--- config.mk ---
export PLATFORM = sky130hd
export DESIGN_NAME = cosr_front
export DESIGN_NICKNAME = d
export VERILOG_FILES = /design/src/hw/rtl/cosr_pkg.sv /design/src/hw/rtl/cosr_front.sv
export SDC_FILE = /design/constraint.sdc
export NUM_CORES = 1
export LEC_CHECK = 0
export BUFFER_PORTS_ARGS = -buffer_cell sky130_fd_sc_hd__clkbuf_2
export CAP_MARGIN = 15
export CORE_AREA = 2 2 202 204
export DETAILED_ROUTE_END_ITERATION = 10
export DIE_AREA = 0 0 204 206
export PLACE_DENSITY_LB_ADDON = 0.3
export REMOVE_ABC_BUFFERS = 1
export SLEW_MARGIN = 20
export SYNTH_ARGS = -nofsm -noshare
export SYNTH_HDL_FRONTEND = slang
export SYNTH_SLANG_ARGS = --single-unit
--- constraint.sdc ---
create_clock -name vclk -period 1.6
set_clock_uncertainty 0.1 [all_clocks]
set_input_delay 0.08 -clock vclk [all_inputs]
set_output_delay 0.08 -clock vclk [all_outputs]
set_load 0.02 [all_outputs]
--- src/hw/rtl/cosr_pkg.sv ---
// Shared types, constants and saturation helpers of the residual stencil.
`default_nettype none

package cosr_pkg;

  // Grid geometry. The side is a power of two, so coordinates are bit fields of the index.
  localparam int SIDE        = 32;
  localparam int COORD_W     = $clog2(SIDE);
  localparam int VOXELS      = SIDE * SIDE * SIDE;
  localparam int ADDR_W      = 3 * COORD_W;
  localparam int NUM_COMP    = 6;
  localparam int NUM_NB      = 6;
  localparam int WORD_W      = 32 * NUM_COMP;
  localparam int QUEUE_DEPTH = 2;
  localparam int QPTR_W      = $clog2(QUEUE_DEPTH);
  localparam int CFG_IDX_W   = 3;

  // Neighbor order of the stencil.
  localparam logic [2:0] NB_IP = 3'd0;
  localparam logic [2:0] NB_IM = 3'd1;
  localparam logic [2:0] NB_JP = 3'd2;
  localparam logic [2:0] NB_JM = 3'd3;
  localparam logic [2:0] NB_KP = 3'd4;
  localparam logic [2:0] NB_KM = 3'd5;

  // Configuration register indexes.
  localparam logic [CFG_IDX_W-1:0] CFG_MASS_SQ         = 3'd0;
  localparam logic [CFG_IDX_W-1:0] CFG_THETA_MASS_SQ   = 3'd1;
  localparam logic [CFG_IDX_W-1:0] CFG_POT_COUPLING    = 3'd2;
  localparam logic [CFG_IDX_W-1:0] CFG_POT_SATURATION  = 3'd3;
  localparam logic [CFG_IDX_W-1:0] CFG_CURL_COUPLING   = 3'd4;
  localparam logic [CFG_IDX_W-1:0] CFG_INV_SPACING_SQ  = 3'd5;
  localparam logic [CFG_IDX_W-1:0] CFG_INV_TWO_SPACING = 3'd6;

  typedef enum logic {
    OP_WRITE = 1'b0,
    OP_QUERY = 1'b1
  } op_t;

  // The Laplacian sum reaches twelve full-scale words, so it needs 36 bits.
  typedef logic signed [31:0] q16_t;
  typedef logic signed [35:0] acc_t;
  typedef logic signed [46:0] w47_t;
  typedef logic signed [47:0] w48_t;
  typedef logic signed [63:0] w64_t;

  localparam w64_t LIM46 = 64'sh0000_3FFF_FFFF_FFFF;
  localparam w64_t Q_MAX = 64'sh0000_0000_7FFF_FFFF;
  localparam w64_t Q_MIN = -64'sh0000_0000_8000_0000;

  typedef struct packed {
    op_t         op;
    logic [14:0] voxel;
    q16_t        phi_x;
    q16_t        phi_y;
    q16_t        phi_z;
    q16_t        theta_x;
    q16_t        theta_y;
    q16_t        theta_z;
  } in_item_t;

  typedef struct packed {
    logic [14:0] out_voxel;
    q16_t        res_phi_x;
    q16_t        res_phi_y;
    q16_t        res_phi_z;
    q16_t        res_theta_x;
    q16_t        res_theta_y;
    q16_t        res_theta_z;
  } out_item_t;

  // Classified command handed from the front to the back.
  typedef struct packed {
    op_t                           op;
    logic                          in_range;
    logic [14:0]                   voxel;
    logic [ADDR_W-1:0]             addr;
    logic [NUM_NB-1:0][ADDR_W-1:0] nb;
    logic [WORD_W-1:0]             data;
  } cmd_t;

  typedef struct packed {
    q16_t        mass_sq;
    q16_t        theta_mass_sq;
    q16_t        pot_coupling;
    q16_t        pot_saturation;
    q16_t        curl_coupling;
    logic [30:0] inv_spacing_sq;
    logic [30:0] inv_two_spacing;
  } cfg_t;

  typedef struct packed {
    logic mul_start;
    w48_t mul_a;
    q16_t mul_b;
    logic div_start;
    q16_t div_n;
    w48_t div_d;
  } arith_req_t;

  typedef struct packed {
    logic mul_done;
    w64_t mul_res;
    logic div_done;
    q16_t div_res;
  } arith_rsp_t;

  function automatic w47_t sat46(input w64_t x);
    w47_t r;
    if (x > LIM46) r = 47'(LIM46);
    else if (x < -LIM46) r = 47'(-LIM46);
    else r = 47'(x);
    return r;
  endfunction

  function automatic q16_t sat32(input w64_t x);
    q16_t r;
    if (x > Q_MAX) r = 32'(Q_MAX);
    else if (x < Q_MIN) r = 32'(Q_MIN);
    else r = 32'(x);
    return r;
  endfunction

endpackage

`default_nettype wire

--- src/hw/rtl/cosr_front.sv ---
// Front end: range check, coordinate split and periodic neighbor addresses.
`default_nettype none

module cosr_front import cosr_pkg::*; (
  input  wire logic     in_valid,
  output logic          in_ready,
  input  wire in_item_t in_data,
  input  wire logic     q_full,
  output logic          push,
  output cmd_t          push_item
);

  logic [ADDR_W-1:0]  addr;
  logic [COORD_W-1:0] ci, cj, ck, ip, im, jp, jm, kp, km;

  // Split the index into coordinates and wrap each one both ways.
  always_comb begin
    addr = ADDR_W'(in_data.voxel);
    ck = addr[COORD_W-1:0];
    cj = addr[2*COORD_W-1:COORD_W];
    ci = addr[3*COORD_W-1:2*COORD_W];
    ip = (ci == COORD_W'(SIDE - 1)) ? '0 : ci + 1'b1;
    im = (ci == '0) ? COORD_W'(SIDE - 1) : ci - 1'b1;
    jp = (cj == COORD_W'(SIDE - 1)) ? '0 : cj + 1'b1;
    jm = (cj == '0) ? COORD_W'(SIDE - 1) : cj - 1'b1;
    kp = (ck == COORD_W'(SIDE - 1)) ? '0 : ck + 1'b1;
    km = (ck == '0) ? COORD_W'(SIDE - 1) : ck - 1'b1;
  end

  // Build the command word for the queue.
  always_comb begin
    push_item          = '0;
    push_item.op       = in_data.op;
    push_item.in_range = (32'(in_data.voxel) < VOXELS);
    push_item.voxel    = in_data.voxel;
    push_item.addr     = addr;
    push_item.nb[NB_IP] = {ip, cj, ck};
    push_item.nb[NB_IM] = {im, cj, ck};
    push_item.nb[NB_JP] = {ci, jp, ck};
    push_item.nb[NB_JM] = {ci, jm, ck};
    push_item.nb[NB_KP] = {ci, cj, kp};
    push_item.nb[NB_KM] = {ci, cj, km};
    push_item.data = {in_data.theta_z, in_data.theta_y, in_data.theta_x,
                      in_data.phi_z, in_data.phi_y, in_data.phi_x};
  end

  assign in_ready = !q_full;
  assign push     = in_valid && !q_full;

endmodule

`default_nettype wire

=== After elaboration in Yosys (flattened, before gate mapping) ===
Index checks and enable logic that the tools add are counted.

* Word-level logic and storage cells: 20
* Bits of input ports: 210
* Output and inout bits: 316
* Flip-flop bits (word level): 0

* $add $sub $neg: 6
* Equal/unequal tests: 3
* Reductions and logical operators: 5
* Multiplexer cells: 6

{| class="wikitable"
|+ Operator list
! kind !! number
|-
| 2-to-1 mux 5 bit || 6
|-
| adder 5 x 1 -> 5 bit, second input constant || 3
|-
| == test 5 bit, second input constant || 3
|-
| zero test 5 bit || 3
|-
| subtractor 5 x 1 -> 5 bit, second input constant || 3
|-
| logical AND 1 bit || 1
|-
| zero test 1 bit || 1
|}

=== Depth between registers and ports, before layout ===
Gate-level depths: netlist of the first run.

* Word-level depth: 2
* Depth in mapped cells: 5

=== Worst setup path before layout of the first run ===
OpenSTA, ideal clock, no wires.

* Kind: input-to-output
* Start: in in_data[197] (netlist bit)
* End: out push_item[242] (netlist bit)
* Path buffers: 0
* Arrival: 1.072 ns
* Path slack: 0.348 ns
* Stages: 4
* Cell sequence: inv_1 > ha_1 > inv_1 > o41ai_1

{| class="wikitable"
|+ RTL lines
! what !! line !! RTL
|-
| start: declaration || cosr_front.sv:7 || <nowiki>input wire in_item_t in_data,</nowiki>
|-
| end: declaration || cosr_front.sv:10 || <nowiki>output cmd_t push_item</nowiki>
|}

==> impl_metrics.json, run 1 <==
{
  "final_nets": 446,
  "seq_cell_count": 0,
  "hold_buffers": 0,
  "rsz0062_at_grt": "false",
  "syn_area_per_cell_sq_um": 7.32,
  "core_area_sq_mm": 0.0402,
  "holdWs_ns": 0.0603,
  "placed_cell_area_sq_mm": 0.00193,
  "grt_antenna_before_repair": 0,
  "post_cts_resized": 0,
  "cts_setup_buffers": 0,
  "hp-class": "in2out",
  "setup_viol": 0,
  "cp_data_required_time_ns": 1.42,
  "crit_fanout": 4,
  "fin_crit_sh_pct": 91.8,
  "io_buffers": 139,
  "rows": 74,
  "viasPerCell": 2.25,
  "max_clock_freq_mhz": 681,
  "routedWlPerCell_microns": 63.7,
  "drc": 0,
  "placedCellCount": 756,
  "area_growth_pct": -27.4,
  "antenna_left": 0,
  "postLayoutCellArea_sq_mm": 0.00193,
  "syn_inst": 363,
  "finalSetupTns_ns": 0,
  "die_x_microns": 204,
  "antennaDiodeCount": 0,
  "peakVddDrop_mv": 0.123,
  "grt_overflow_total": 0,
  "crit_type": "in2out",
  "synth_cell_types": 26,
  "start_util_pct": 6.62,
  "nFillCells": 4831,
  "synth.largest_area_cell": "buf_4",
  "wirelength_mm": 48.1,
  "n_clock_buffer": 0,
  "ios": 526,
  "die_area_sq_mm": 0.0420,
  "synth_top_area_share_pct": 80.2,
  "dr.first_iter.drc_count": 71,
  "crit_arrival_ns": 1.29,
  "crit_path_end_kind": "primary output",
  "outcome": "finished clean",
  "power.leakage_nw": 0.911,
  "yosysMostFrequentCell": "buf_4",
  "first_pass_iters": 4,
  "grt_pass1_wl_mm": 50.5,
  "drive_above_1_share_pct": 67.0,
  "dpl.hpwl_mm": 47.5,
  "multi_input_area_sq_um": 448,
  "slew_viol_final": 0,
  "netlist_top_cells_count": "buf_4 (284), inv_1 (14), nor2_1 (12), ha_1 (10), xnor2_1 (6)",
  "dieHeight_microns": 206,
  "maxCapViolCount": 0,
  "post-route-min-period_ns": 1.47,
  "route.vias.total": 1698,
  "p_per_area_mw_per_mm2": 324,
  "yosys_warnings": 0,
  "synth_area_leaders": "buf_4 (80%), ha_1 (4.7%), inv_1 (2.0%), xnor2_1 (2.0%), nor2_1 (1.7%)",
  "grtUsageTotal_pct": 22.0,
  "synth_seq_area_share_pct": 0,
  "synth_area_sq_mm": 0.00266,
  "finalPower_mw": 0.625,
  "cp-start-kind": "input pin",
  "hold_viol": 0,
  "grt_pass1_vias": 1296,
  "fin_cells": 756,
  "grt_max_degree": 15,
  "gp_congestion": 0.977,
  "seq_area_sq_um": 0
}
-- area by class of cell --
cell class         instances  area share [%]
inverters                 14            2.72
multi-input cells         62            23.2
well taps                532            34.5
repair buffers           148            39.6
-- cells by family after synthesis --
| kind of cell | count (synthesis) | synth area share [%] |
|---|---|---|
| AND/OR/NAND/NOR | 31 | 5.98 |
| other | 1 | 0.141 |
| adder cells (fa/ha/maj) | 10 | 4.71 |
| AO/OA/AOI/OAI | 9 | 2.40 |
| buffers and inverters | 301 | 83.2 |
| XOR/XNOR | 11 | 3.62 |
-- worst paths after layout --
check / from / endpoint / slack (ns) / cells after the start
max: in_data[192] / push_item[254] / 0.13 / 7
min: in_data[69] / push_item[101] / 0.06 / 0
-- worst max-delay path: stages --
cell      delay [ns]
clkbuf_2        0.11
ha_1            0.22
and3_2          0.25
ha_1            0.20
nor2_1          0.13
buf_4           0.14
clkbuf_2        0.16
-- layer usage --
| layer | vias to the layer above | wire, microns | global-route usage (%) |
|---|---|---|---|
| li1 | 547 | - | - |
| met3 | 16 | 18400 | 39.9 |
| met4 | 4 | 389 | 1.45 |
| met5 | - | 198 | 3.57 |
| met1 | 600 | 2600 | 2.93 |
| met2 | 531 | 26600 | 44.1 |
-- placed cells by master (no fill, tap or decap), drive strengths merged, types with 2 or more instances in the layout --
master	n
nor2b	4
xor2	5
a21oi	2
o21bai	2
nor2	12
inv	14
clkbuf	139
buf	9
nand2	3
nand3	3
nor4	2
ha	10
and3	3
xnor2	6
-- stage by stage --
stage	worst slack (ns)	utilization [%]
floorplan	0.348	-
global placement	0.116	4.80
detailed placement	0.106	4.80
CTS	0.0974	4.80
global route	0.0171	4.80
finish	0.131	4.80
-- power by group --
part | switching [mW] | leakage, nW | internal, mW
Clock | 0 | 0 | 0
Sequential | 0 | 0 | 0
Combinational | 0.429 | 0.911 | 0.196
(Power assumes the default switching activity.)
==> run 2: changes to the inputs <==
--- a/config.mk
+++ b/config.mk
@@ -10,7 +10,7 @@
 export CORE_AREA = 2 2 202 204
 export DETAILED_ROUTE_END_ITERATION = 10
 export DIE_AREA = 0 0 204 206
-export PLACE_DENSITY_LB_ADDON = 0.3
+export PLACE_DENSITY_LB_ADDON = 0.12
 export REMOVE_ABC_BUFFERS = 1
 export SLEW_MARGIN = 20
 export SYNTH_ARGS = -nofsm -noshare
==> run 2 against run 1 <==
- final area rose by 1.2%
- sequential cell count did not move
- die area did not move
- routed wire length rose by 0.93%
- cell count rose by 0.40%
- hold slack barely moved
- worst setup slack improved by 0.039 ns
- sequential share of layout area did not move
- combinational power rose by 2%
- total power rose by 2.5%
- global-route usage rose by 0.19 points
- core utilization rose by 0.056 points
==> impl_metrics.json, run 2 (synthesis gave the netlist of run 1 again) <==
{
  "outcome": "finished clean",
  "start_util_pct": 6.62,
  "clkPwrFrac_pct": 0,
  "post_cts_resized": 0,
  "hold_buffers": 0,
  "setup_viol": 0,
  "crit_fanout": 5,
  "wirelength_mm": 48.6,
  "multi_input_area_sq_um": 448,
  "grtUsageTotal_pct": 22.2,
  "layout_setup_ws_ns": 0.171,
  "finalSetupTns_ns": 0,
  "n_clock_buffer": 0,
  "swShare_pct": 68.9,
  "cts_setup_buffers": 0,
  "max_clock_freq_mhz": 700,
  "rows": 74,
  "seq_area_sq_um": 0,
  "drive_above_1_share_pct": 67.4,
  "ios": 526,
  "slew_viol_final": 0,
  "maxCapViolCount": 0,
  "fin_cells": 759,
  "grt_overflow_total": 0,
  "p_per_area_mw_per_mm2": 328,
  "fin_crit_sh_pct": 89.3,
  "routedWlPerCell_microns": 64.0,
  "dr.first_iter.drc_count": 98,
  "crit_arrival_ns": 1.25,
  "final_common_cell": "clkbuf_2",
  "hp-start": "in_data[62]",
  "peakVddDrop_mv": 0.0823,
  "dieHeight_microns": 206,
  "hp-class": "in2out",
  "grt_max_degree": 14,
  "antennaDiodeCount": 0,
  "place_ws_ns": 0.142,
  "drc": 0,
  "crit_type": "in2out",
  "combPwrFrac_pct": 100.0,
  "grt_pass1_vias": 1421,
  "placedCellCount": 759,
  "viasPerCell": 2.40,
  "power.leakage_nw": 0.926,
  "antenna_left": 0,
  "final_nets": 449,
  "rsz0062_at_grt": "false",
  "power.switching_mw": 0.441,
  "internal-power_mw": 0.199,
  "nFillCells": 4866,
  "first_pass_iters": 6,
  "io_buffers": 139,
  "cp_data_required_time_ns": 1.42,
  "grt_pass1_wl_mm": 51.4,
  "gp_congestion": 0.990,
  "area_growth_pct": -26.6,
  "cp-start-kind": "input pin",
  "critPathLaunch": "in_data[192]",
  "dpl.hpwl_mm": 47.7,
  "post-route-min-period_ns": 1.43,
  "crit_path_end_kind": "primary output",
  "die_area_sq_mm": 0.0420,
  "die_x_microns": 204,
  "utilization_pct": 4.86,
  "route.vias.total": 1818,
  "final_cell_mix": "clkbuf_2 (139), inv_1 (14), nor2_1 (12), buf_4 (12), ha_1 (10)",
  "pwr-share-seq_pct": 0,
  "seq_cell_count": 0,
  "core_area_sq_mm": 0.0402,
  "grt_antenna_before_repair": 0,
  "hold_viol": 0
}
==> run 2: per-layer routing <==
layer / wire (microns) / track usage, % / vias to the layer above
met5: 207 / 3.33 / -
met2: 26200 / 43.8 / 584
met1: 3190 / 3.69 / 663
li1: - / - / 553
met3: 18600 / 40.2 / 14
met4: 291 / 1.06 / 4
==> run 2: power groups by stage <==
stage	sequential, mW	combinational, mW	clock (mW)
2_1_floorplan	0	0.180	0
3_3_place_gp	0	0.664	0
3_5_place_dp	0	0.652	0
4_1_cts	0	0.654	0
5_1_grt	0	0.690	0
6_report	0	0.640	0
==> run 2: area by class of cell <==
type	instances	share of cell area, %
Timing Repair Buffer	151	40.3
Tap cell	532	34.1
Multi-Input combinational cell	62	22.9
Inverter	14	2.69
==> run 2: path summary, 6_finish.rpt <==
path / slack, ns / end / cells past startpoint
max: 0.17 / push_item[268] / 7
min: 0.06 / push_item[158] / 0
==> run 2: metrics by stage <==
step	cell area (sq um)	total power [mW]	hold slack, ns
final	1950	0.640	0.0603
after global routing	1950	0.690	0.0602
after CTS	1950	0.654	0.0606
after detailed placement	1950	0.652	0.0606
after global placement	1950	0.664	0.0606
after floorplan	500	0.180	0.0600
==> run 2: critical path: stages <==
cell and delay [ns]:
clkbuf_2 0.15, inv_1 0.08, ha_1 0.17, inv_1 0.06
or4_4 0.45, nand2_1 0.10, clkbuf_2 0.17
