### config.mk
export PLATFORM = sky130hd
export DESIGN_NAME = cosr_arith
export DESIGN_NICKNAME = d
export VERILOG_FILES = /design/src/hw/rtl/cosr_pkg.sv /design/src/hw/rtl/cosr_arith.sv
export SDC_FILE = /design/constraint.sdc
export NUM_CORES = 2
export LEC_CHECK = 0
export BUFFER_PORTS_ARGS = -buffer_cell sky130_fd_sc_hd__buf_4
export CORE_UTILIZATION = 42
export CTS_CLUSTER_DIAMETER = 150
export DETAILED_ROUTE_END_ITERATION = 12
export MAX_ROUTING_LAYER = met4
export PLACE_DENSITY = 0.62
export SYNTH_ARGS = -nofsm -noshare
export SYNTH_HDL_FRONTEND = slang
export SYNTH_SLANG_ARGS = --single-unit
### constraint.sdc
create_clock -name clk -period 27 [get_ports clk]
set_input_delay 5.4 -clock clk [delete_from_list [all_inputs] [get_ports clk]]
set_output_delay 5.4 -clock clk [all_outputs]
set_load 0.02 [all_outputs]
### src/hw/rtl/cosr_pkg.sv
// Shared types, constants and saturation helpers of the residual stencil.
`default_nettype none

package cosr_pkg;

  // Grid geometry. The side is a power of two, so coordinates are bit fields of the index.
  localparam int SIDE        = 32;
  localparam int COORD_W     = $clog2(SIDE);
  localparam int VOXELS      = SIDE * SIDE * SIDE;
  localparam int ADDR_W      = 3 * COORD_W;
  localparam int NUM_COMP    = 6;
  localparam int NUM_NB      = 6;
  localparam int WORD_W      = 32 * NUM_COMP;
  localparam int QUEUE_DEPTH = 2;
  localparam int QPTR_W      = $clog2(QUEUE_DEPTH);
  localparam int CFG_IDX_W   = 3;

  // Neighbor order of the stencil.
  localparam logic [2:0] NB_IP = 3'd0;
  localparam logic [2:0] NB_IM = 3'd1;
  localparam logic [2:0] NB_JP = 3'd2;
  localparam logic [2:0] NB_JM = 3'd3;
  localparam logic [2:0] NB_KP = 3'd4;
  localparam logic [2:0] NB_KM = 3'd5;

  // Configuration register indexes.
  localparam logic [CFG_IDX_W-1:0] CFG_MASS_SQ         = 3'd0;
  localparam logic [CFG_IDX_W-1:0] CFG_THETA_MASS_SQ   = 3'd1;
  localparam logic [CFG_IDX_W-1:0] CFG_POT_COUPLING    = 3'd2;
  localparam logic [CFG_IDX_W-1:0] CFG_POT_SATURATION  = 3'd3;
  localparam logic [CFG_IDX_W-1:0] CFG_CURL_COUPLING   = 3'd4;
  localparam logic [CFG_IDX_W-1:0] CFG_INV_SPACING_SQ  = 3'd5;
  localparam logic [CFG_IDX_W-1:0] CFG_INV_TWO_SPACING = 3'd6;

  typedef enum logic {
    OP_WRITE = 1'b0,
    OP_QUERY = 1'b1
  } op_t;

  // The Laplacian sum reaches twelve full-scale words, so it needs 36 bits.
  typedef logic signed [31:0] q16_t;
  typedef logic signed [35:0] acc_t;
  typedef logic signed [46:0] w47_t;
  typedef logic signed [47:0] w48_t;
  typedef logic signed [63:0] w64_t;

  localparam w64_t LIM46 = 64'sh0000_3FFF_FFFF_FFFF;
  localparam w64_t Q_MAX = 64'sh0000_0000_7FFF_FFFF;
  localparam w64_t Q_MIN = -64'sh0000_0000_8000_0000;

  typedef struct packed {
    op_t         op;
    logic [14:0] voxel;
    q16_t        phi_x;
    q16_t        phi_y;
    q16_t        phi_z;
    q16_t        theta_x;
    q16_t        theta_y;
    q16_t        theta_z;
  } in_item_t;

  typedef struct packed {
    logic [14:0] out_voxel;
    q16_t        res_phi_x;
    q16_t        res_phi_y;
    q16_t        res_phi_z;
    q16_t        res_theta_x;
    q16_t        res_theta_y;
    q16_t        res_theta_z;
  } out_item_t;

  // Classified command handed from the front to the back.
  typedef struct packed {
    op_t                           op;
    logic                          in_range;
    logic [14:0]                   voxel;
    logic [ADDR_W-1:0]             addr;
    logic [NUM_NB-1:0][ADDR_W-1:0] nb;
    logic [WORD_W-1:0]             data;
  } cmd_t;

  typedef struct packed {
    q16_t        mass_sq;
    q16_t        theta_mass_sq;
    q16_t        pot_coupling;
    q16_t        pot_saturation;
    q16_t        curl_coupling;
    logic [30:0] inv_spacing_sq;
    logic [30:0] inv_two_spacing;
  } cfg_t;

  typedef struct packed {
    logic mul_start;
    w48_t mul_a;
    q16_t mul_b;
    logic div_start;
    q16_t div_n;
    w48_t div_d;
  } arith_req_t;

  typedef struct packed {
    logic mul_done;
    w64_t mul_res;
    logic div_done;
    q16_t div_res;
  } arith_rsp_t;

  function automatic w47_t sat46(input w64_t x);
    w47_t r;
    if (x > LIM46) r = 47'(LIM46);
    else if (x < -LIM46) r = 47'(-LIM46);
    else r = 47'(x);
    return r;
  endfunction

  function automatic q16_t sat32(input w64_t x);
    q16_t r;
    if (x > Q_MAX) r = 32'(Q_MAX);
    else if (x < Q_MIN) r = 32'(Q_MIN);
    else r = 32'(x);
    return r;
  endfunction

endpackage

`default_nettype wire

### src/hw/rtl/cosr_arith.sv
// Shared arithmetic: a multi-cycle Q16.16 multiplier and a radix-2 divider.
`default_nettype none

module cosr_arith import cosr_pkg::*; (
  input  wire logic       clk,
  input  wire logic       rst_n,
  input  wire arith_req_t req,
  output arith_rsp_t      rsp
);

  localparam int DIV_STEPS = 48;
  localparam int DCNT_W    = $clog2(DIV_STEPS);

  // Multiplier: 48 x 32 bits as two 25 x 32 partial products.
  w48_t               ma_r;
  q16_t               mb_r;
  logic [1:0]         mph_r;
  logic               mbusy_r, mdone_r;
  logic signed [24:0] mopa;
  logic signed [56:0] mprod, plo_r;
  logic signed [55:0] phi_r;
  logic signed [79:0] msum;
  w64_t               mres_r;

  always_comb begin
    mopa  = (mph_r == 2'd0) ? $signed({1'b0, ma_r[23:0]}) : $signed({ma_r[47], ma_r[47:24]});
    mprod = mopa * mb_r;
    msum  = $signed({phi_r, 24'd0}) + 80'(plo_r);
  end

  always_ff @(posedge clk) begin
    if (req.mul_start) begin
      ma_r <= req.mul_a;
      mb_r <= req.mul_b;
    end
    if (mbusy_r && mph_r == 2'd0) plo_r <= mprod;
    if (mbusy_r && mph_r == 2'd1) phi_r <= mprod[55:0];
    if (mbusy_r && mph_r == 2'd2) mres_r <= msum[79:16];
  end

  always_ff @(posedge clk) begin
    if (!rst_n) begin
      mbusy_r <= 1'b0;
      mph_r   <= 2'd0;
      mdone_r <= 1'b0;
    end else begin
      mdone_r <= mbusy_r && (mph_r == 2'd2);
      if (req.mul_start) begin
        mbusy_r <= 1'b1;
        mph_r   <= 2'd0;
      end else if (mbusy_r) begin
        mph_r <= mph_r + 1'b1;
        if (mph_r == 2'd2) mbusy_r <= 1'b0;
      end
    end
  end

  // Divider: trunc(n * 2^16 / d) on magnitudes, one quotient bit a cycle.
  logic [31:0]       nabs;
  logic [47:0]       dabs;
  logic [47:0]       dquo_r, drem_r, dden_r;
  logic [48:0]       rtry;
  logic              dneg_r, dbusy_r, dfin_r, ddone_r;
  logic [DCNT_W-1:0] dcnt_r;
  q16_t              dres_r, dres_nxt, dzero;

  always_comb begin
    nabs = req.div_n[31] ? ~req.div_n + 1'b1 : req.div_n;
    dabs = req.div_d[47] ? ~req.div_d + 1'b1 : req.div_d;
    rtry = {drem_r, dquo_r[47]};
    if (req.div_n[31]) dzero = 32'(Q_MIN);
    else if (req.div_n != '0) dzero = 32'(Q_MAX);
    else dzero = '0;
    if (!dneg_r) begin
      dres_nxt = (dquo_r > 48'h0000_7FFF_FFFF) ? 32'(Q_MAX) : dquo_r[31:0];
    end else begin
      dres_nxt = (dquo_r > 48'h0000_8000_0000) ? 32'(Q_MIN) : ~dquo_r[31:0] + 1'b1;
    end
  end

  always_ff @(posedge clk) begin
    if (req.div_start) begin
      dquo_r <= {nabs, 16'd0};
      drem_r <= '0;
      dden_r <= dabs;
      dneg_r <= req.div_n[31] ^ req.div_d[47];
      dcnt_r <= '0;
      if (req.div_d == '0) dres_r <= dzero;
    end else if (dbusy_r) begin
      dcnt_r <= dcnt_r + 1'b1;
      if (rtry >= {1'b0, dden_r}) begin
        drem_r <= 48'(rtry - {1'b0, dden_r});
        dquo_r <= {dquo_r[46:0], 1'b1};
      end else begin
        drem_r <= rtry[47:0];
        dquo_r <= {dquo_r[46:0], 1'b0};
      end
    end else if (dfin_r) begin
      dres_r <= dres_nxt;
    end
  end

  always_ff @(posedge clk) begin
    if (!rst_n) begin
      dbusy_r <= 1'b0;
      dfin_r  <= 1'b0;
      ddone_r <= 1'b0;
    end else begin
      ddone_r <= dfin_r || (req.div_start && req.div_d == '0);
      dfin_r  <= dbusy_r && (dcnt_r == DCNT_W'(DIV_STEPS - 1));
      if (req.div_start) dbusy_r <= (req.div_d != '0);
      else if (dbusy_r && dcnt_r == DCNT_W'(DIV_STEPS - 1)) dbusy_r <= 1'b0;
    end
  end

  always_comb begin
    rsp.mul_done = mdone_r;
    rsp.mul_res  = mres_r;
    rsp.div_done = ddone_r;
    rsp.div_res  = dres_r;
  end

endmodule

`default_nettype wire

After elaboration in Yosys (flattened, before gate mapping):

Cells that the tools add are included.
Widths: inputs -> output; s select.

* flip-flop bits (word level): 447
* bits in latches: 0
* RAM bits: 0
* memory bits (read-only): 0
* bits of input ports: 164
* output and inout port bits: 98
* word-level logic and storage cells: 76
* memories: 0

* add/subtract/negate cells: 7
* $mul: 1
* divide/modulo/power cells: 0
* magnitude comparators: 3
* equal/unequal tests: 5
* shifts and indexed selects: 0
* mux-type cells: 21
* bitwise operators: 5
* reduce and logical (&&, ||, !) cells: 15

Operators with widths (number)
* $mux 32: 9
* $mux 48: 3
* $add 80x57->80: 1
* $add 32x1->32 const B: 2
* $not 32->32: 2
* $mul 25x32->57: 1
* $ge 49x48->1: 1
* $add 48x1->48 const B: 1
* $gt 48x31->1 const B: 1
* $gt 48x32->1 const B: 1
* $logic_not 48->1: 1
* $not 48->48: 1
* $reduce_bool 48->1: 1
* $sub 48x48->48: 1
* $mux 47: 1
* $reduce_bool 32->1: 1
* $mux 31: 1
* $mux 25: 1
* $add 6x1->6 const B: 1
* $eq 6x6->1 const B: 1
* $mux 1: 6
* $reduce_bool 2->1: 3
* $logic_and 1x1->1: 5
* $reduce_and 3->1: 1
* other kinds (10): 10

Depth between registers and ports, before layout:

* word-level depth: 7
* depth in mapped cells: 32
* depth with buffers taken out: 29

Worst setup path before layout:

No wires, ideal clock.

* path kind: reg-to-reg
* start point: register mph_r[0]
* end point: register phi_r[54] (data pin)
* setup time: 0.263 ns
* arrival: 8.338 ns
* data required time: 26.737 ns
* setup slack: 18.399 ns
* cell stages (with the launch flop): 31
* path buffers: 3
* clock period less this slack: 8.601 ns
* path through: dfxtp_1 inv_1 ha_1 clkbuf_1 clkbuf_1 mux2_2 clkbuf_1 nand2_1 inv_1 fa_1 fa_1 inv_1 fa_1 inv_1 fa_1 fa_1 fa_1 inv_1 fa_1 inv_1 ha_1 nand3_1 nor2_1 nand4_1 a211oi_1 a22oi_1 a31oi_1 a2111oi_2 o31ai_1 a21oi_1 xnor2_1

* word-level cells in the longest chain between the ends: 3

Ends and longest elaborated chain
* from (decl): line cosr_arith.sv:17 `logic [1:0] mph_r;`
* from (signal assigned): line cosr_arith.sv:52 `mph_r <= mph_r + 1'b1;`
* $logic_not 2->1: line cosr_arith.sv:26 `mopa = (mph_r == 2'd0) ? $signed({1'b0, ma_r[23:0]}) : $signed({ma_r[47], ma_r[47:24]});`
* $mux 25: line cosr_arith.sv:26
* $mul 25x32->57: line cosr_arith.sv:27 `mprod = mopa * mb_r;`
* via mprod[54]: line cosr_arith.sv:20 `logic signed [56:0] mprod, plo_r;`
* to (signal assigned): line cosr_arith.sv:37 `if (mbusy_r && mph_r == 2'd1) phi_r <= mprod[55:0];`
* to (decl): line cosr_arith.sv:21 `logic signed [55:0] phi_r;`

The timed path passes the listed nets, and every way through them passes these cells.
A chain may end at the register's enable or synchronous reset.

Worst setup path in the final report:

Ends and elaborated chain as after synthesis.

==> results.md <==
* TritonRoute pass-1 iters at 5
* Synthesized area per cell at 9.89 sq um
* Clock slew at reported path FFs at 0.07 ns
* Post-Syn Instances at 5161
* Worst R2R Setup Slack at 17.30 ns
* Post-Syn Nets at 6411
* Max_cap viols at 0
* Setup CP Type: reg2reg
* # rows at 127
* Clock Sinks at 431
* Largest net degree at the start of global routing at 84
* Reg area at 0.0122 sq mm
* Multi-input gate area at 0.0347 sq mm
* CP dominant cell by count: fa_1
* Cts hold-fix bufs at 0
* Chip width at 351 microns
* Reg2Reg Capture Point: phi_r[54]
* # DRC at 0
* Layout area overhead at 10.5%
* Worst Hold Path EP: mres_r[1]
* CTS Buffer Depth at 3
* Initial antenna violation count at 2
* Seq cells post-synth at 431
* Period minus WS final at 9.70 ns
* Setup_tns at 0 ns
* Area leader, netlist: fa_1
* Htree depth at 2
* Routability cong. at 0.954
* Yosys cell types at 84
* FFs w/ async S/R, synth at 0
* CP Capture Type: flop
* Nets at 6532
* Max incr delay on CP at 0.95 ns
* Clock Latency Late Sink at 0.66 ns
* Global-route wire length before repair at 218 mm
* Post-DRT Antenna Nets at 0
* Starting Density at 0.424
* Vias per inst at 5.27
* CTS root buffer: clkbuf_16
* Final Max Tran Viols at 0
* EDFF count, synth at 354
* # IOs at 262
* Startpoint Class: flop
* Worst hold start: plo_r[17]
* Worst-Margin Slew at 1.23 ns
* Setup bufs post-CTS at 0
* Crit path from: mph_r[0]
* Top post-synthesis cells by area: fa_1 32%, edfxtp_1 21%, inv_1 6.6%, ha_1 6.5%, nand2_1 4.1%
* Die footprint at 0.123 sq mm
* Mapped cell area at 0.0511 sq mm
* Clock Skew at 0.0280 ns
* Worst Path Required at 27.39 ns
* DIE HEIGHT at 351 microns
* Leading cell type in the layout, fill and taps excluded: inv_1
* CTS tree: built
* Final Cycle Share at 0.359
* Hpwl dp at 106 mm
* Share of the yosys chip area belonging to registers at 0.238
* Routed WL at 136 mm
* Outcome: complete, no violations
* Setup violations, final at 0
* Hold Crit Depth at 0
* Number of global-route vias before repair at 39000
* Main synth FF type: edfxtp_1
* Layout cell share with drive strength beyond 1 at 0.0843
* FILL cells at 11200
* Slowest cell on the critical path: fa_1
* Fmax at 0.103 GHz
* GRT Total Usage at 0.234
* Worst hold path class: reg2reg
* Most frequent cells in the layout: 893 x inv_1, 821 x fa_1, 551 x nand2_1
* Yosys warns at 0
* Hold Vio Cnt, Final at 0
* Vias at 36600
* R2R depth at 28
* Slew headroom at 0.182
* Core Area at 0.120 sq mm
* RSZ-0062 raised after global routing: false
* Launching point of the worst reg2reg path: mph_r[0]
* Number of DRC markers in iteration 0 at 2265
* Post-CTS Resized at 0
* Worst Path Arrival at 10.09 ns
* Clock buffer count from CTS at 52
* Yosys top cell area share at 0.322
* Routed length per instance at 19.6 microns
* Grt total ovfl at 0
* # port buffers at 261
* Critical path fanouts, max at 32
-- cells by family (layout without fill, tap and decap cells) --
| logic type | Yosys count | in the layout | synth area share |
|---|---|---|---|
| buffers and inverters | 1136 | 1301 | 0.0840 |
| xor gates and xnor gates | 236 | 236 | 0.0405 |
| muxes | 55 | 55 | 0.0113 |
| DFF | 431 | 431 | 0.238 |
| AOI/OAI and AO/OA | 752 | 752 | 0.0971 |
| other | 0 | 1 | 0 |
| and+or+nand+nor | 1465 | 1465 | 0.142 |
| adders and majority gates | 1086 | 1086 | 0.387 |
-- state kept, by name, indices dropped and copies added (netlist names), 2 cells and up --
name / cells
plo_r: 41
ma_r: 48
dquo_r: 48
mph_r: 2
mres_r: 64
mb_r: 32
dcnt_r: 6
dden_r: 48
phi_r: 56
dres_r: 32
drem_r: 48
-- how the worst max path moves through the flow --
stage	cells past startpoint	to	slack (ns)
final	28	phi_r[54]	17.30
after global routing	28	plo_r[54]	16.60
after CTS	28	phi_r[54]	17.24
after detailed placement	28	phi_r[54]	17.30
after global placement	28	phi_r[54]	17.38
after floorplan	30	phi_r[54]	18.40
-- critical path, delay by kind of cell (launching register included) --
kind            cells  cell delay (ns)
simple gates        4             0.66
xor+xnor            1             0.14
mux                 1             0.64
flops               1             0.34
compound gates      6             1.30
buf+inv             7             1.30
fa+ha+maj           9             4.92
-- layer usage --
metal	wire length, microns	track usage	vias up	part of all wire
met5	0	-	-	0
met4	4060	0.0700	0	0.030
met3	5860	0.0224	210	0.043
met2	68500	0.403	892	0.50
met1	57400	0.292	18700	0.42
li1	-	-	16800	-
-- synth_stat cells (all sizes together), types with 27 or more instances --
cell type	count
inv	893
fa	821
nand2	552
edfxtp	354
and2	285
ha	265
clkbuf	221
nor2	212
a21oi	189
xnor2	173
o21ai	160
nor2b	140
a21o	77
dfxtp	77
a211oi	63
xor2	63
nor3	51
nand2b	42
o31ai	40
nand3	36
mux2i	35
a22o	34
nand4	31
o21a	28
o21bai	28
or3	27
-- cell type report --
| cell class | count | share of cell area |
|---|---|---|
| multi-input combinational | 3594 | 0.615 |
| sequential | 431 | 0.216 |
| inverter | 893 | 0.0594 |
| timing repair buffer | 310 | 0.0413 |
| tap | 1612 | 0.0358 |
| clock buffer | 57 | 0.0234 |
| clock inverter | 41 | 0.00943 |
| antenna | 1 | 0.0000444 |
-- stage by stage --
| step | worst slack (ns) | instance area, sq um | hold slack [ns] | util | instances |
|---|---|---|---|---|---|
| final | 17.30 | 56400 | 0.427 | 0.469 | 6939 |
| after global routing | 16.60 | 56400 | 0.443 | 0.469 | 6939 |
| after CTS | 17.24 | 56400 | 0.434 | 0.469 | 6938 |
| after detailed placement | 17.30 | 54500 | 0.413 | 0.453 | 6840 |
| after global placement | 17.38 | 54500 | 0.421 | 0.453 | 6840 |
| after floorplan | 18.40 | 51100 | 0.400 | - | 5161 |
Power is not shown: default switching activity piles up to over one toggle a cycle in this logic, so the estimate is an artifact.
