File: src/hw/rtl/cosr_pkg.sv
// Shared types, constants and saturation helpers of the residual stencil.
`default_nettype none

package cosr_pkg;

  // Grid geometry. The side is a power of two, so coordinates are bit fields of the index.
  localparam int SIDE        = 32;
  localparam int COORD_W     = $clog2(SIDE);
  localparam int VOXELS      = SIDE * SIDE * SIDE;
  localparam int ADDR_W      = 3 * COORD_W;
  localparam int NUM_COMP    = 6;
  localparam int NUM_NB      = 6;
  localparam int WORD_W      = 32 * NUM_COMP;
  localparam int QUEUE_DEPTH = 2;
  localparam int QPTR_W      = $clog2(QUEUE_DEPTH);
  localparam int CFG_IDX_W   = 3;

  // Neighbor order of the stencil.
  localparam logic [2:0] NB_IP = 3'd0;
  localparam logic [2:0] NB_IM = 3'd1;
  localparam logic [2:0] NB_JP = 3'd2;
  localparam logic [2:0] NB_JM = 3'd3;
  localparam logic [2:0] NB_KP = 3'd4;
  localparam logic [2:0] NB_KM = 3'd5;

  // Configuration register indexes.
  localparam logic [CFG_IDX_W-1:0] CFG_MASS_SQ         = 3'd0;
  localparam logic [CFG_IDX_W-1:0] CFG_THETA_MASS_SQ   = 3'd1;
  localparam logic [CFG_IDX_W-1:0] CFG_POT_COUPLING    = 3'd2;
  localparam logic [CFG_IDX_W-1:0] CFG_POT_SATURATION  = 3'd3;
  localparam logic [CFG_IDX_W-1:0] CFG_CURL_COUPLING   = 3'd4;
  localparam logic [CFG_IDX_W-1:0] CFG_INV_SPACING_SQ  = 3'd5;
  localparam logic [CFG_IDX_W-1:0] CFG_INV_TWO_SPACING = 3'd6;

  typedef enum logic {
    OP_WRITE = 1'b0,
    OP_QUERY = 1'b1
  } op_t;

  // The Laplacian sum reaches twelve full-scale words, so it needs 36 bits.
  typedef logic signed [31:0] q16_t;
  typedef logic signed [35:0] acc_t;
  typedef logic signed [46:0] w47_t;
  typedef logic signed [47:0] w48_t;
  typedef logic signed [63:0] w64_t;

  localparam w64_t LIM46 = 64'sh0000_3FFF_FFFF_FFFF;
  localparam w64_t Q_MAX = 64'sh0000_0000_7FFF_FFFF;
  localparam w64_t Q_MIN = -64'sh0000_0000_8000_0000;

  typedef struct packed {
    op_t         op;
    logic [14:0] voxel;
    q16_t        phi_x;
    q16_t        phi_y;
    q16_t        phi_z;
    q16_t        theta_x;
    q16_t        theta_y;
    q16_t        theta_z;
  } in_item_t;

  typedef struct packed {
    logic [14:0] out_voxel;
    q16_t        res_phi_x;
    q16_t        res_phi_y;
    q16_t        res_phi_z;
    q16_t        res_theta_x;
    q16_t        res_theta_y;
    q16_t        res_theta_z;
  } out_item_t;

  // Classified command handed from the front to the back.
  typedef struct packed {
    op_t                           op;
    logic                          in_range;
    logic [14:0]                   voxel;
    logic [ADDR_W-1:0]             addr;
    logic [NUM_NB-1:0][ADDR_W-1:0] nb;
    logic [WORD_W-1:0]             data;
  } cmd_t;

  typedef struct packed {
    q16_t        mass_sq;
    q16_t        theta_mass_sq;
    q16_t        pot_coupling;
    q16_t        pot_saturation;
    q16_t        curl_coupling;
    logic [30:0] inv_spacing_sq;
    logic [30:0] inv_two_spacing;
  } cfg_t;

  typedef struct packed {
    logic mul_start;
    w48_t mul_a;
    q16_t mul_b;
    logic div_start;
    q16_t div_n;
    w48_t div_d;
  } arith_req_t;

  typedef struct packed {
    logic mul_done;
    w64_t mul_res;
    logic div_done;
    q16_t div_res;
  } arith_rsp_t;

  function automatic w47_t sat46(input w64_t x);
    w47_t r;
    if (x > LIM46) r = 47'(LIM46);
    else if (x < -LIM46) r = 47'(-LIM46);
    else r = 47'(x);
    return r;
  endfunction

  function automatic q16_t sat32(input w64_t x);
    q16_t r;
    if (x > Q_MAX) r = 32'(Q_MAX);
    else if (x < Q_MIN) r = 32'(Q_MIN);
    else r = 32'(x);
    return r;
  endfunction

endpackage

`default_nettype wire

File: src/hw/rtl/cosr_fifo.sv
// Short command queue between the front end and the back end.
`default_nettype none

module cosr_fifo import cosr_pkg::*; (
  input  wire logic clk,
  input  wire logic rst_n,
  input  wire logic push,
  input  wire cmd_t push_item,
  output logic      full,
  input  wire logic pop,
  output logic      not_empty,
  output cmd_t      head
);

  cmd_t            slot_r [QUEUE_DEPTH];
  logic [QPTR_W-1:0] wr_ptr_r, rd_ptr_r;
  logic [QPTR_W:0]   count_r;
  logic              do_pop;

  assign full      = (count_r == (QPTR_W + 1)'(QUEUE_DEPTH));
  assign not_empty = (count_r != '0);
  assign head      = slot_r[rd_ptr_r];
  assign do_pop    = pop && not_empty;

  // Storage of the queued words.
  always_ff @(posedge clk) begin
    if (push) slot_r[wr_ptr_r] <= push_item;
  end

  // Pointers and fill level.
  always_ff @(posedge clk) begin
    if (!rst_n) begin
      wr_ptr_r <= '0;
      rd_ptr_r <= '0;
      count_r  <= '0;
    end else begin
      if (push) begin
        wr_ptr_r <= (wr_ptr_r == QPTR_W'(QUEUE_DEPTH - 1)) ? '0 : wr_ptr_r + 1'b1;
      end
      if (do_pop) begin
        rd_ptr_r <= (rd_ptr_r == QPTR_W'(QUEUE_DEPTH - 1)) ? '0 : rd_ptr_r + 1'b1;
      end
      if (push && !do_pop) count_r <= count_r + 1'b1;
      else if (do_pop && !push) count_r <= count_r - 1'b1;
    end
  end

endmodule

`default_nettype wire

File: config.mk
export PLATFORM = sky130hd
export DESIGN_NAME = cosr_fifo
export DESIGN_NICKNAME = d
export VERILOG_FILES = /design/src/hw/rtl/cosr_pkg.sv /design/src/hw/rtl/cosr_fifo.sv
export SDC_FILE = /design/constraint.sdc
export NUM_CORES = 1
export LEC_CHECK = 0
export ABC_CLOCK_PERIOD_IN_PS = 24000
export BUFFER_PORTS_ARGS = -buffer_cell sky130_fd_sc_hd__buf_2
export CAP_MARGIN = 5
export CELL_PAD_IN_SITES_DETAIL_PLACEMENT = 1
export CELL_PAD_IN_SITES_GLOBAL_PLACEMENT = 1
export CORE_AREA = 2 2 248 250
export DETAILED_ROUTE_END_ITERATION = 6
export DIE_AREA = 0 0 250 252
export PLACE_DENSITY_LB_ADDON = 0.25
export SYNTH_ARGS = -nofsm -noshare
export SYNTH_HDL_FRONTEND = slang
export SYNTH_SLANG_ARGS = --single-unit
File: constraint.sdc
create_clock -name clk -period 24 [get_ports clk]
set_clock_uncertainty 0.1 [all_clocks]
set_input_delay 1.2 -clock clk [delete_from_list [all_inputs] [get_ports clk]]
set_output_delay 1.2 -clock clk [all_outputs]
set_load 0.005 [all_outputs]
# [Word level (Yosys, flattened, before mapping)]
# Memory sizes are Yosys's and may differ from the RTL's. A register that Yosys moved wholly into a read port is not among the register bits.
# Cells that the tools add are included.
[totals] output_inout_bits=316 mem_count=1 regBits=4 ramBits=628 elab_cells=24
[classes] n_eq_ne=1 mux=8 n_addsub=4 reduce_logical=7
[memory_table] name="slot_r" words=2 word_bits=314 read_ports=1 rd_clocked_by_memory_dff=1 write_ports=1 line="cosr_fifo.sv:15" source="cmd_t slot_r [QUEUE_DEPTH];"
[ops] op="$mux W1" n=6
[ops] op="$mux W2" n=2
[ops] op="$reduce_bool A2 Y1" n=2
[ops] op="$logic_and A1 B1 Y1" n=3
[ops] op="$add A1 B1 Y1 const B" n=2
[ops] op="$add A2 B1 Y2 const B" n=1
[ops] op="$eq A2 B2 Y1 const B" n=1
[ops] op="$logic_not A1 Y1" n=2
[ops] op="$sub A2 B1 Y2 const B" n=1

# [Depth between registers and ports, before layout]
# Gate-level depths: netlist of run 1.
[logic_depth] depth_word=5 mapped_depth=5 depth_no_buf=5

# [Worst setup path after synthesis of run 1]
# Ideal clock, no wire load.
[synth_timing] kind="input-to-reg" from="in push" to="reg wr_ptr_r" setup_slack_ns=8.057 n_path_buf=0 setup_ns=0.123 required_time_ns=23.777 t_arrival_ns=15.721 stages=2 path_cell_list="nor2b_1 -> o21a_1"
[synth_lines] element="from (decl)" line="cosr_fifo.sv:7" source="input wire logic push,"
[synth_lines] element="to (signal assigned)" line="cosr_fifo.sv:38" source="wr_ptr_r <= (wr_ptr_r == QPTR_W'(QUEUE_DEPTH - 1)) ? '0 : wr_ptr_r + 1'b1;"
[synth_lines] element="to (decl)" line="cosr_fifo.sv:16" source="logic [QPTR_W-1:0] wr_ptr_r, rd_ptr_r;"

==> results of run 1 <==
## Yosys cell counts, drive strengths merged
library cell / count
a21boi: 1
and2: 4
buf: 35
dfxtp: 5
edfxtp: 628
ha: 1
mux2: 314
nor2b: 3
o21a: 1
o21ai: 2
or2: 1
or3: 1
xnor2: 2
xor2: 1
## per-stage QoR
step,cells,hold WS [ns]
after floorplan,999,0.3809
after global placement,2390,0.4052
after detailed placement,2390,0.4356
after CTS,2513,0.4437
after global routing,2522,0.5148
final,2524,0.4302
## power by group through the flow
stage                     Clock (mW)  Sequential, mW  Combinational [mW]
after floorplan                    0            1.34               0.459
after detailed placement           0            1.34               0.689
after CTS                       1.02            1.31               0.694
final                          0.991            1.31               0.679
after global routing            1.06            1.32               0.723
after global placement             0            1.33               0.684
## cell usage in the layout, fill, tap and decap left out, types with 2 or more instances in the layout
cell type and instances:
mux2_4 260, nor2b_1 2, bufinv_16 3, buf_2 633
clkinv_1 11, inv_6 2, clkinv_2 10, clkinv_4 2
and2_1 3, edfxtp_1 628, clkbuf_1 20, dfxtp_1 4
clkinvlp_4 2, buf_4 9, diode_2 11, buf_12 2
xnor2_1 2, clkbuf_16 71, mux2_2 54, clkinv_8 2
## how the worst max path moves through the flow
| stage | from | to | slack, ns |
|---|---|---|---|
| after floorplan | push | wr_ptr_r | 8.06 |
| after global placement | flop | head[299] | 19.50 |
| after detailed placement | flop | head[299] | 19.53 |
| after CTS | flop | head[299] | 18.87 |
| after global routing | flop | head[298] | 18.73 |
| final | flop | head[31] | 18.93 |
## worst max-delay path, stage by stage (launching register included)
cell     delay [ns]
dfxtp_4        0.73
buf_12         0.62
buf_4          0.95
mux2_2         0.41
buf_2          0.12
## kinds of logic after synthesis
logic type,Yosys count,synth area share
compound gates,4,0.001045
fa+ha+maj,1,0.0005223
mux,314,0.1884
buf+inv,35,0.01515
simple gates,9,0.002351
xor+xnor,3,0.001097
flops,633,0.7915
## state kept, by name, summed over array words and instances (netlist names), named ones only
| signal | cells |
|---|---|
| slot_r | 628 |
| count_r | 2 |
| rd_ptr_r | 1 |
| wr_ptr_r | 1 |
## layer usage
| metal | up-vias | global-route usage | wire (microns) |
|---|---|---|---|
| li1 | 5377 | - | - |
| met1 | 6008 | 0.1941 | 20760 |
| met3 | 102 | 0.07170 | 5179 |
| met2 | 449 | 0.3250 | 31290 |
| met4 | 24 | 0.07220 | 1630 |
| met5 | - | 0 | 151 |
## layout make-up
type	instances	area, sq um	area share
sequential	633	18960	0.6320
multi-input combinational	331	4642	0.1547
timing repair buffer	644	3276	0.1092
clock buffer	91	1852	0.06172
tap	782	978.4	0.03261
clock inverter	32	264.0	0.008800
antenna	11	27.53	0.0009175
==> run_results.csv, run 1 <==
group,metric,value,unit
critical_path,crit_type,"reg2out",
sta,finalCriticalPeriod,5.075,ns
power_and_ir_drop,combPwrFrac,0.228,
route,drt-total-wl,59010,microns
route,vias,11960,
cts,worstSkewPairLatency,0.58,ns
cts,numCtsBuffers,69,
critical_path,critical_path_required,22.70,ns
global_routing,track_usage,0.1825,
cts,htreeDepth,3,
power_and_ir_drop,leakage,11.63,nW
placement,gp_congestion,0.8264,
power_and_ir_drop,powerDensity,99.41,nW/um^2
die,die_area,63000,sq um
route,firstDrtPassIters,5,
worst_hold_path,min_from,"count_r[1]",
power_and_ir_drop,seq_power_share,0.440,
die,fp.dieW,250,microns
worst_hold_path,hp-class,"reg2reg",
cts,post_cts_buffers,0,
synth,ys_seq_elements,633,
critical_path,r2r_end,"slot_r[1][26]",
global_routing,grt_max_degree,162,
cts,path_clk_slew,0.05,ns
sta,fmax,0.1971,GHz
die,ios,634,
power_and_ir_drop,switchingPower,0.7461,mW
sta,min_period_over_period,0.2115,
sta,finalHoldViolations,0,
route,drt-initial-drc-count,643,
synth,synth_area_leaders,"edfxtp_1, mux2_4, mux2_2",
synth,syn_nets,1318,
finish,design_area,30000,sq um
critical_path,r2r_start,"wr_ptr_r",
worst_hold_path,worstHoldPathCells,2,
route,vias_per_cell,4.739,
global_routing,grt_pass1_wl,84230,microns
finish,n_fill_cell,5689,
critical_path,critPathMaxFanout,115,
sta,final-setup-viol-count,0,
worst_hold_path,whs_endpoint,"count_r[1]",
power_and_ir_drop,ir_worst_vdd,0.06661,mV
sta,fin_setup_tns,0,ns
synth,avgSynthCellArea,23.98,sq um
synth,netlist_instances,999,
route,drt-wirelength-per-cell,23.38,microns
synth,ys_seq_area_frac,0.7915,
critical_path,reg2reg_slack,20.60,ns
global_routing,grt_pass1_vias,12940,
finish,area_growth,25.25,%
critical_path,end_kind,"output pin",
die,die_h,252,microns
cts,cts_sinks,633,
cts,post_cts_resized,0,
synth,netlist_area,23950,sq um
critical_path,cp-start-kind,"flop",
sta,drv_slew,0,
route,ant_nets,0,
synth,synth.largest_area_cell,"edfxtp_1",
finish,final_layout_size_suffix_gt1_frac,0.6089,
power_and_ir_drop,p_total,2.983,mW
power_and_ir_drop,p_clk_frac,0.332,
placement,hpwl,41360,microns
cts,cts_hold_buf,0,
die,start_util,0.3983,
synth,synth_top_area_frac,0.7873,
finish,nets,1998,
global_routing,grt_overflow_total,0,
status,outcome,"finished, final reports clean",
finish,fin_util,0.4989,
synth,synth_warnings,0,
route,drc,0,
critical_path,reg2reg_depth,3,
power_and_ir_drop,p_int,2.236,mW
sta,worst_pin_slew,1.145,ns
die,placeableCoreArea,60130,sq um
power_and_ir_drop,swShare,0.2502,
sta,rsz0062_at_grt,"no",
die,rows,90,
placement,dp_slack,19.53,ns
sta,fin_ws,18.93,ns
synth,ys_types,17,
sta,slew_headroom,0.2365,
critical_path,critical_path_arrival,3.77,ns
cts,cts_root_buf,"clkbuf_16",
cts,cts_tree,"done",
global_routing,antenna_found_initial,23,
placement,portBuffers,633,
placement,postPlaceCellArea,27860,sq um
run,drv_cap,0,
cts,clockBufferDepth,3,
No activity file was read; power rests on OpenSTA's default activity.
==> run 2, diff against run 1 <==
Settings changed: ABC_AREA set to 1, ABC_CLOCK_PERIOD_IN_PS 24000 to 4200, CORE_AREA 2 2 248 250 to not set, CORE_UTILIZATION set to 40, DIE_AREA 0 0 250 252 to not set.
Clock period 24 ns to 4.2 ns, I/O delays scaled along.
==> run_results.csv, run 2 <==
group,metric,value,unit
status,outcome,"finished, violations left",
status,violations,"DRC",
power_and_ir_drop,leakage,13.10,nW
cts,cts_root_buf,"clkbuf_16",
cts,post_cts_buffers,0,
synth,avgSynthCellArea,23.66,sq um
die,placeableCoreArea,59130,sq um
route,vias,13510,
route,drc,116,
synth,netlist_instances,1013,
finish,largest_reg_flops,628,
worst_hold_path,worstHoldPathCells,2,
critical_path,cp_cell_sequence,"buf_4 -> mux2_2 -> buf_2",
cts,cts_tree,"done",
die,fp.dieW,246.8,microns
critical_path,cp_top_family,"flip-flops",
route,drt-initial-drc-count,574,
finish,area_growth,39.18,%
synth,synth_top_area_frac,0.7868,
global_routing,grt_overflow_total,0,
die,die_h,246.8,microns
synth,syn_nets,1332,
synth,synth_area_leaders,"edfxtp_1, mux2_4, mux2_2",
die,start_util,0.4053,
critical_path,critical_path_arrival,2.55,ns
critical_path,crit_type,"reg2out",
synth,synth_warnings,0,
die,rows,89,
finish,nets,2342,
finish,design_area,33360,sq um
synth,synth.top_cells.by_count,"edfxtp_1, mux2_4, mux2_2",
finish,final_layout_size_suffix_gt1_frac,0.5135,
critical_path,cp.depth,3,
global_routing,track_usage,0.2150,
sta,fmax,0.3493,GHz
global_routing,grt_pass1_vias,15120,
cts,clockBufferDepth,3,
synth,synth.largest_area_cell,"edfxtp_1",
route,firstDrtPassIters,7,
finish,final_cell_mix,"buf_2, edfxtp_1, dlygate4sd3_1",
cts,cts_sinks,633,
cts,numCtsBuffers,70,
sta,final-setup-viol-count,0,
global_routing,antenna_found_initial,10,
sta,fin_ws,1.337,ns
critical_path,cp-start-kind,"flop",
cts,htreeDepth,3,
run,drv_cap,0,
placement,portBuffers,633,
sta,rsz0062_at_grt,"no",
die,ios,634,
global_routing,grt_max_degree,120,
critical_path,cp_num_buf_inv,2,
sta,finalHoldViolations,0,
critical_path,worst_path_largest_cell_delay,0.80,ns
finish,largest-register,"slot_r",
synth,synth_edf_count,628,
route,vias_per_cell,4.731,
cts,worstSkewPairLatency,0.59,ns
sta,finalCriticalPeriod,2.863,ns
finish,final_common_cell,"buf_2",
finish,reg.largest.list,"slot_r (628), count_r (2)",
placement,hpwl,41050,microns
synth,netlist_area,23970,sq um
synth,synth-main-ff-cell,"edfxtp_1",
critical_path,critPathMaxFanout,37,
critical_path,critical_path_required,3.89,ns
global_routing,grt_pass1_wl,95600,microns
sta,slew_headroom,0.4804,
synth,ys_seq_elements,633,
sta,drv_slew,0,
placement,dp_slack,1.902,ns
critical_path,critPathSlowestCell,"dfxtp_4",
cts,path_clk_slew,0.07,ns
sta,whs,0.2305,ns
power_and_ir_drop,ir_worst_vdd,0.4706,mV
route,drt-wirelength-per-cell,23.51,microns
synth,async_flop_share,0,
sta,min_period_over_period,0.6817,
synth,ys_seq_area_frac,0.7910,
worst_hold_path,hp-class,"in2reg",
placement,gp_congestion,0.8385,
sta,worst_pin_slew,0.7794,ns
die,die_area,60900,sq um
route,drt-total-wl,67130,microns
critical_path,reg2reg_depth,3,
placement,postPlaceCellArea,28020,sq um
route,ant_nets,0,
power_and_ir_drop,powerDensity,463.3,nW/um^2
critical_path,end_kind,"output pin",
synth,ys_types,15,
synth,post-synth-top-count-cell,"edfxtp_1",
==> run 2: what timing repair did <==
| item | CTS | global route |
|---|---|---|
| endpoints found under the hold margin | 634 | 0 |
| hold buffers | 319 | 0 |
| resized for setup | 0 | 0 |
| setup endpoints to repair | 0 | 0 |
==> run 2: power by group <==
group / total, mW / switching [mW] / internal, mW
combinational: 2.23 / 1.00 / 1.22
clock: 5.76 / 2.46 / 3.30
sequential: 7.47 / 0.135 / 7.33
==> run 2: cell families (layout without fill, tap and decap cells) <==
family	count (synthesis)	in the layout	share of synthesized area
AO/OA/AOI/OAI	3	3	0.0007306
adder cells (fa/ha/maj)	1	1	0.0005219
buffers and inverters	43	1104	0.01639
flip-flops	633	633	0.7910
multiplexers	314	314	0.1882
other	0	9	0
AND/OR/NAND/NOR	19	19	0.003132
==> run 2: worst paths after layout <==
check	startpoint	endpoint	slack (ns)
max	flop	head[311]	1.34
min	push_item[52]	slot_r[0][52]	0.23
max reg2reg	wr_ptr_r	slot_r[1][232]	2.13
min reg2reg	rd_ptr_r	rd_ptr_r	0.40
==> run 2: per-layer routing <==
| layer | track usage | part of all wire | vias up |
|---|---|---|---|
| met3 | 0.05774 | 0.063 | 141 |
| met4 | 0.09731 | 0.040 | 4 |
| li1 | - | - | 6067 |
| met5 | 0 | 0.00030 | - |
| met1 | 0.2272 | 0.35 | 6833 |
| met2 | 0.3962 | 0.54 | 467 |
==> run 2: stage by stage <==
step / total power, mW / std cells / utilization / TNS (ns)
2_1_floorplan: 8.741 / 1013 / - / -838.45
3_3_place_gp: 9.484 / 2405 / 0.4738 / 0
3_5_place_dp: 9.534 / 2405 / 0.4738 / 0
4_1_cts: 15.53 / 2847 / 0.5638 / 0
5_1_grt: 15.98 / 2855 / 0.5641 / 0
6_report: 15.46 / 2856 / 0.5642 / 0
==> run 2: area by class of cell <==
type,instances,area (sq um)
multi-input cells,337,4627
clock buffers,87,1879
inverters,8,33.78
fillers,5460,25770
repair buffers,973,6619
flip-flops and latches,633,18960
clock inverters,36,247.7
well taps,773,967.2
diodes,9,22.52
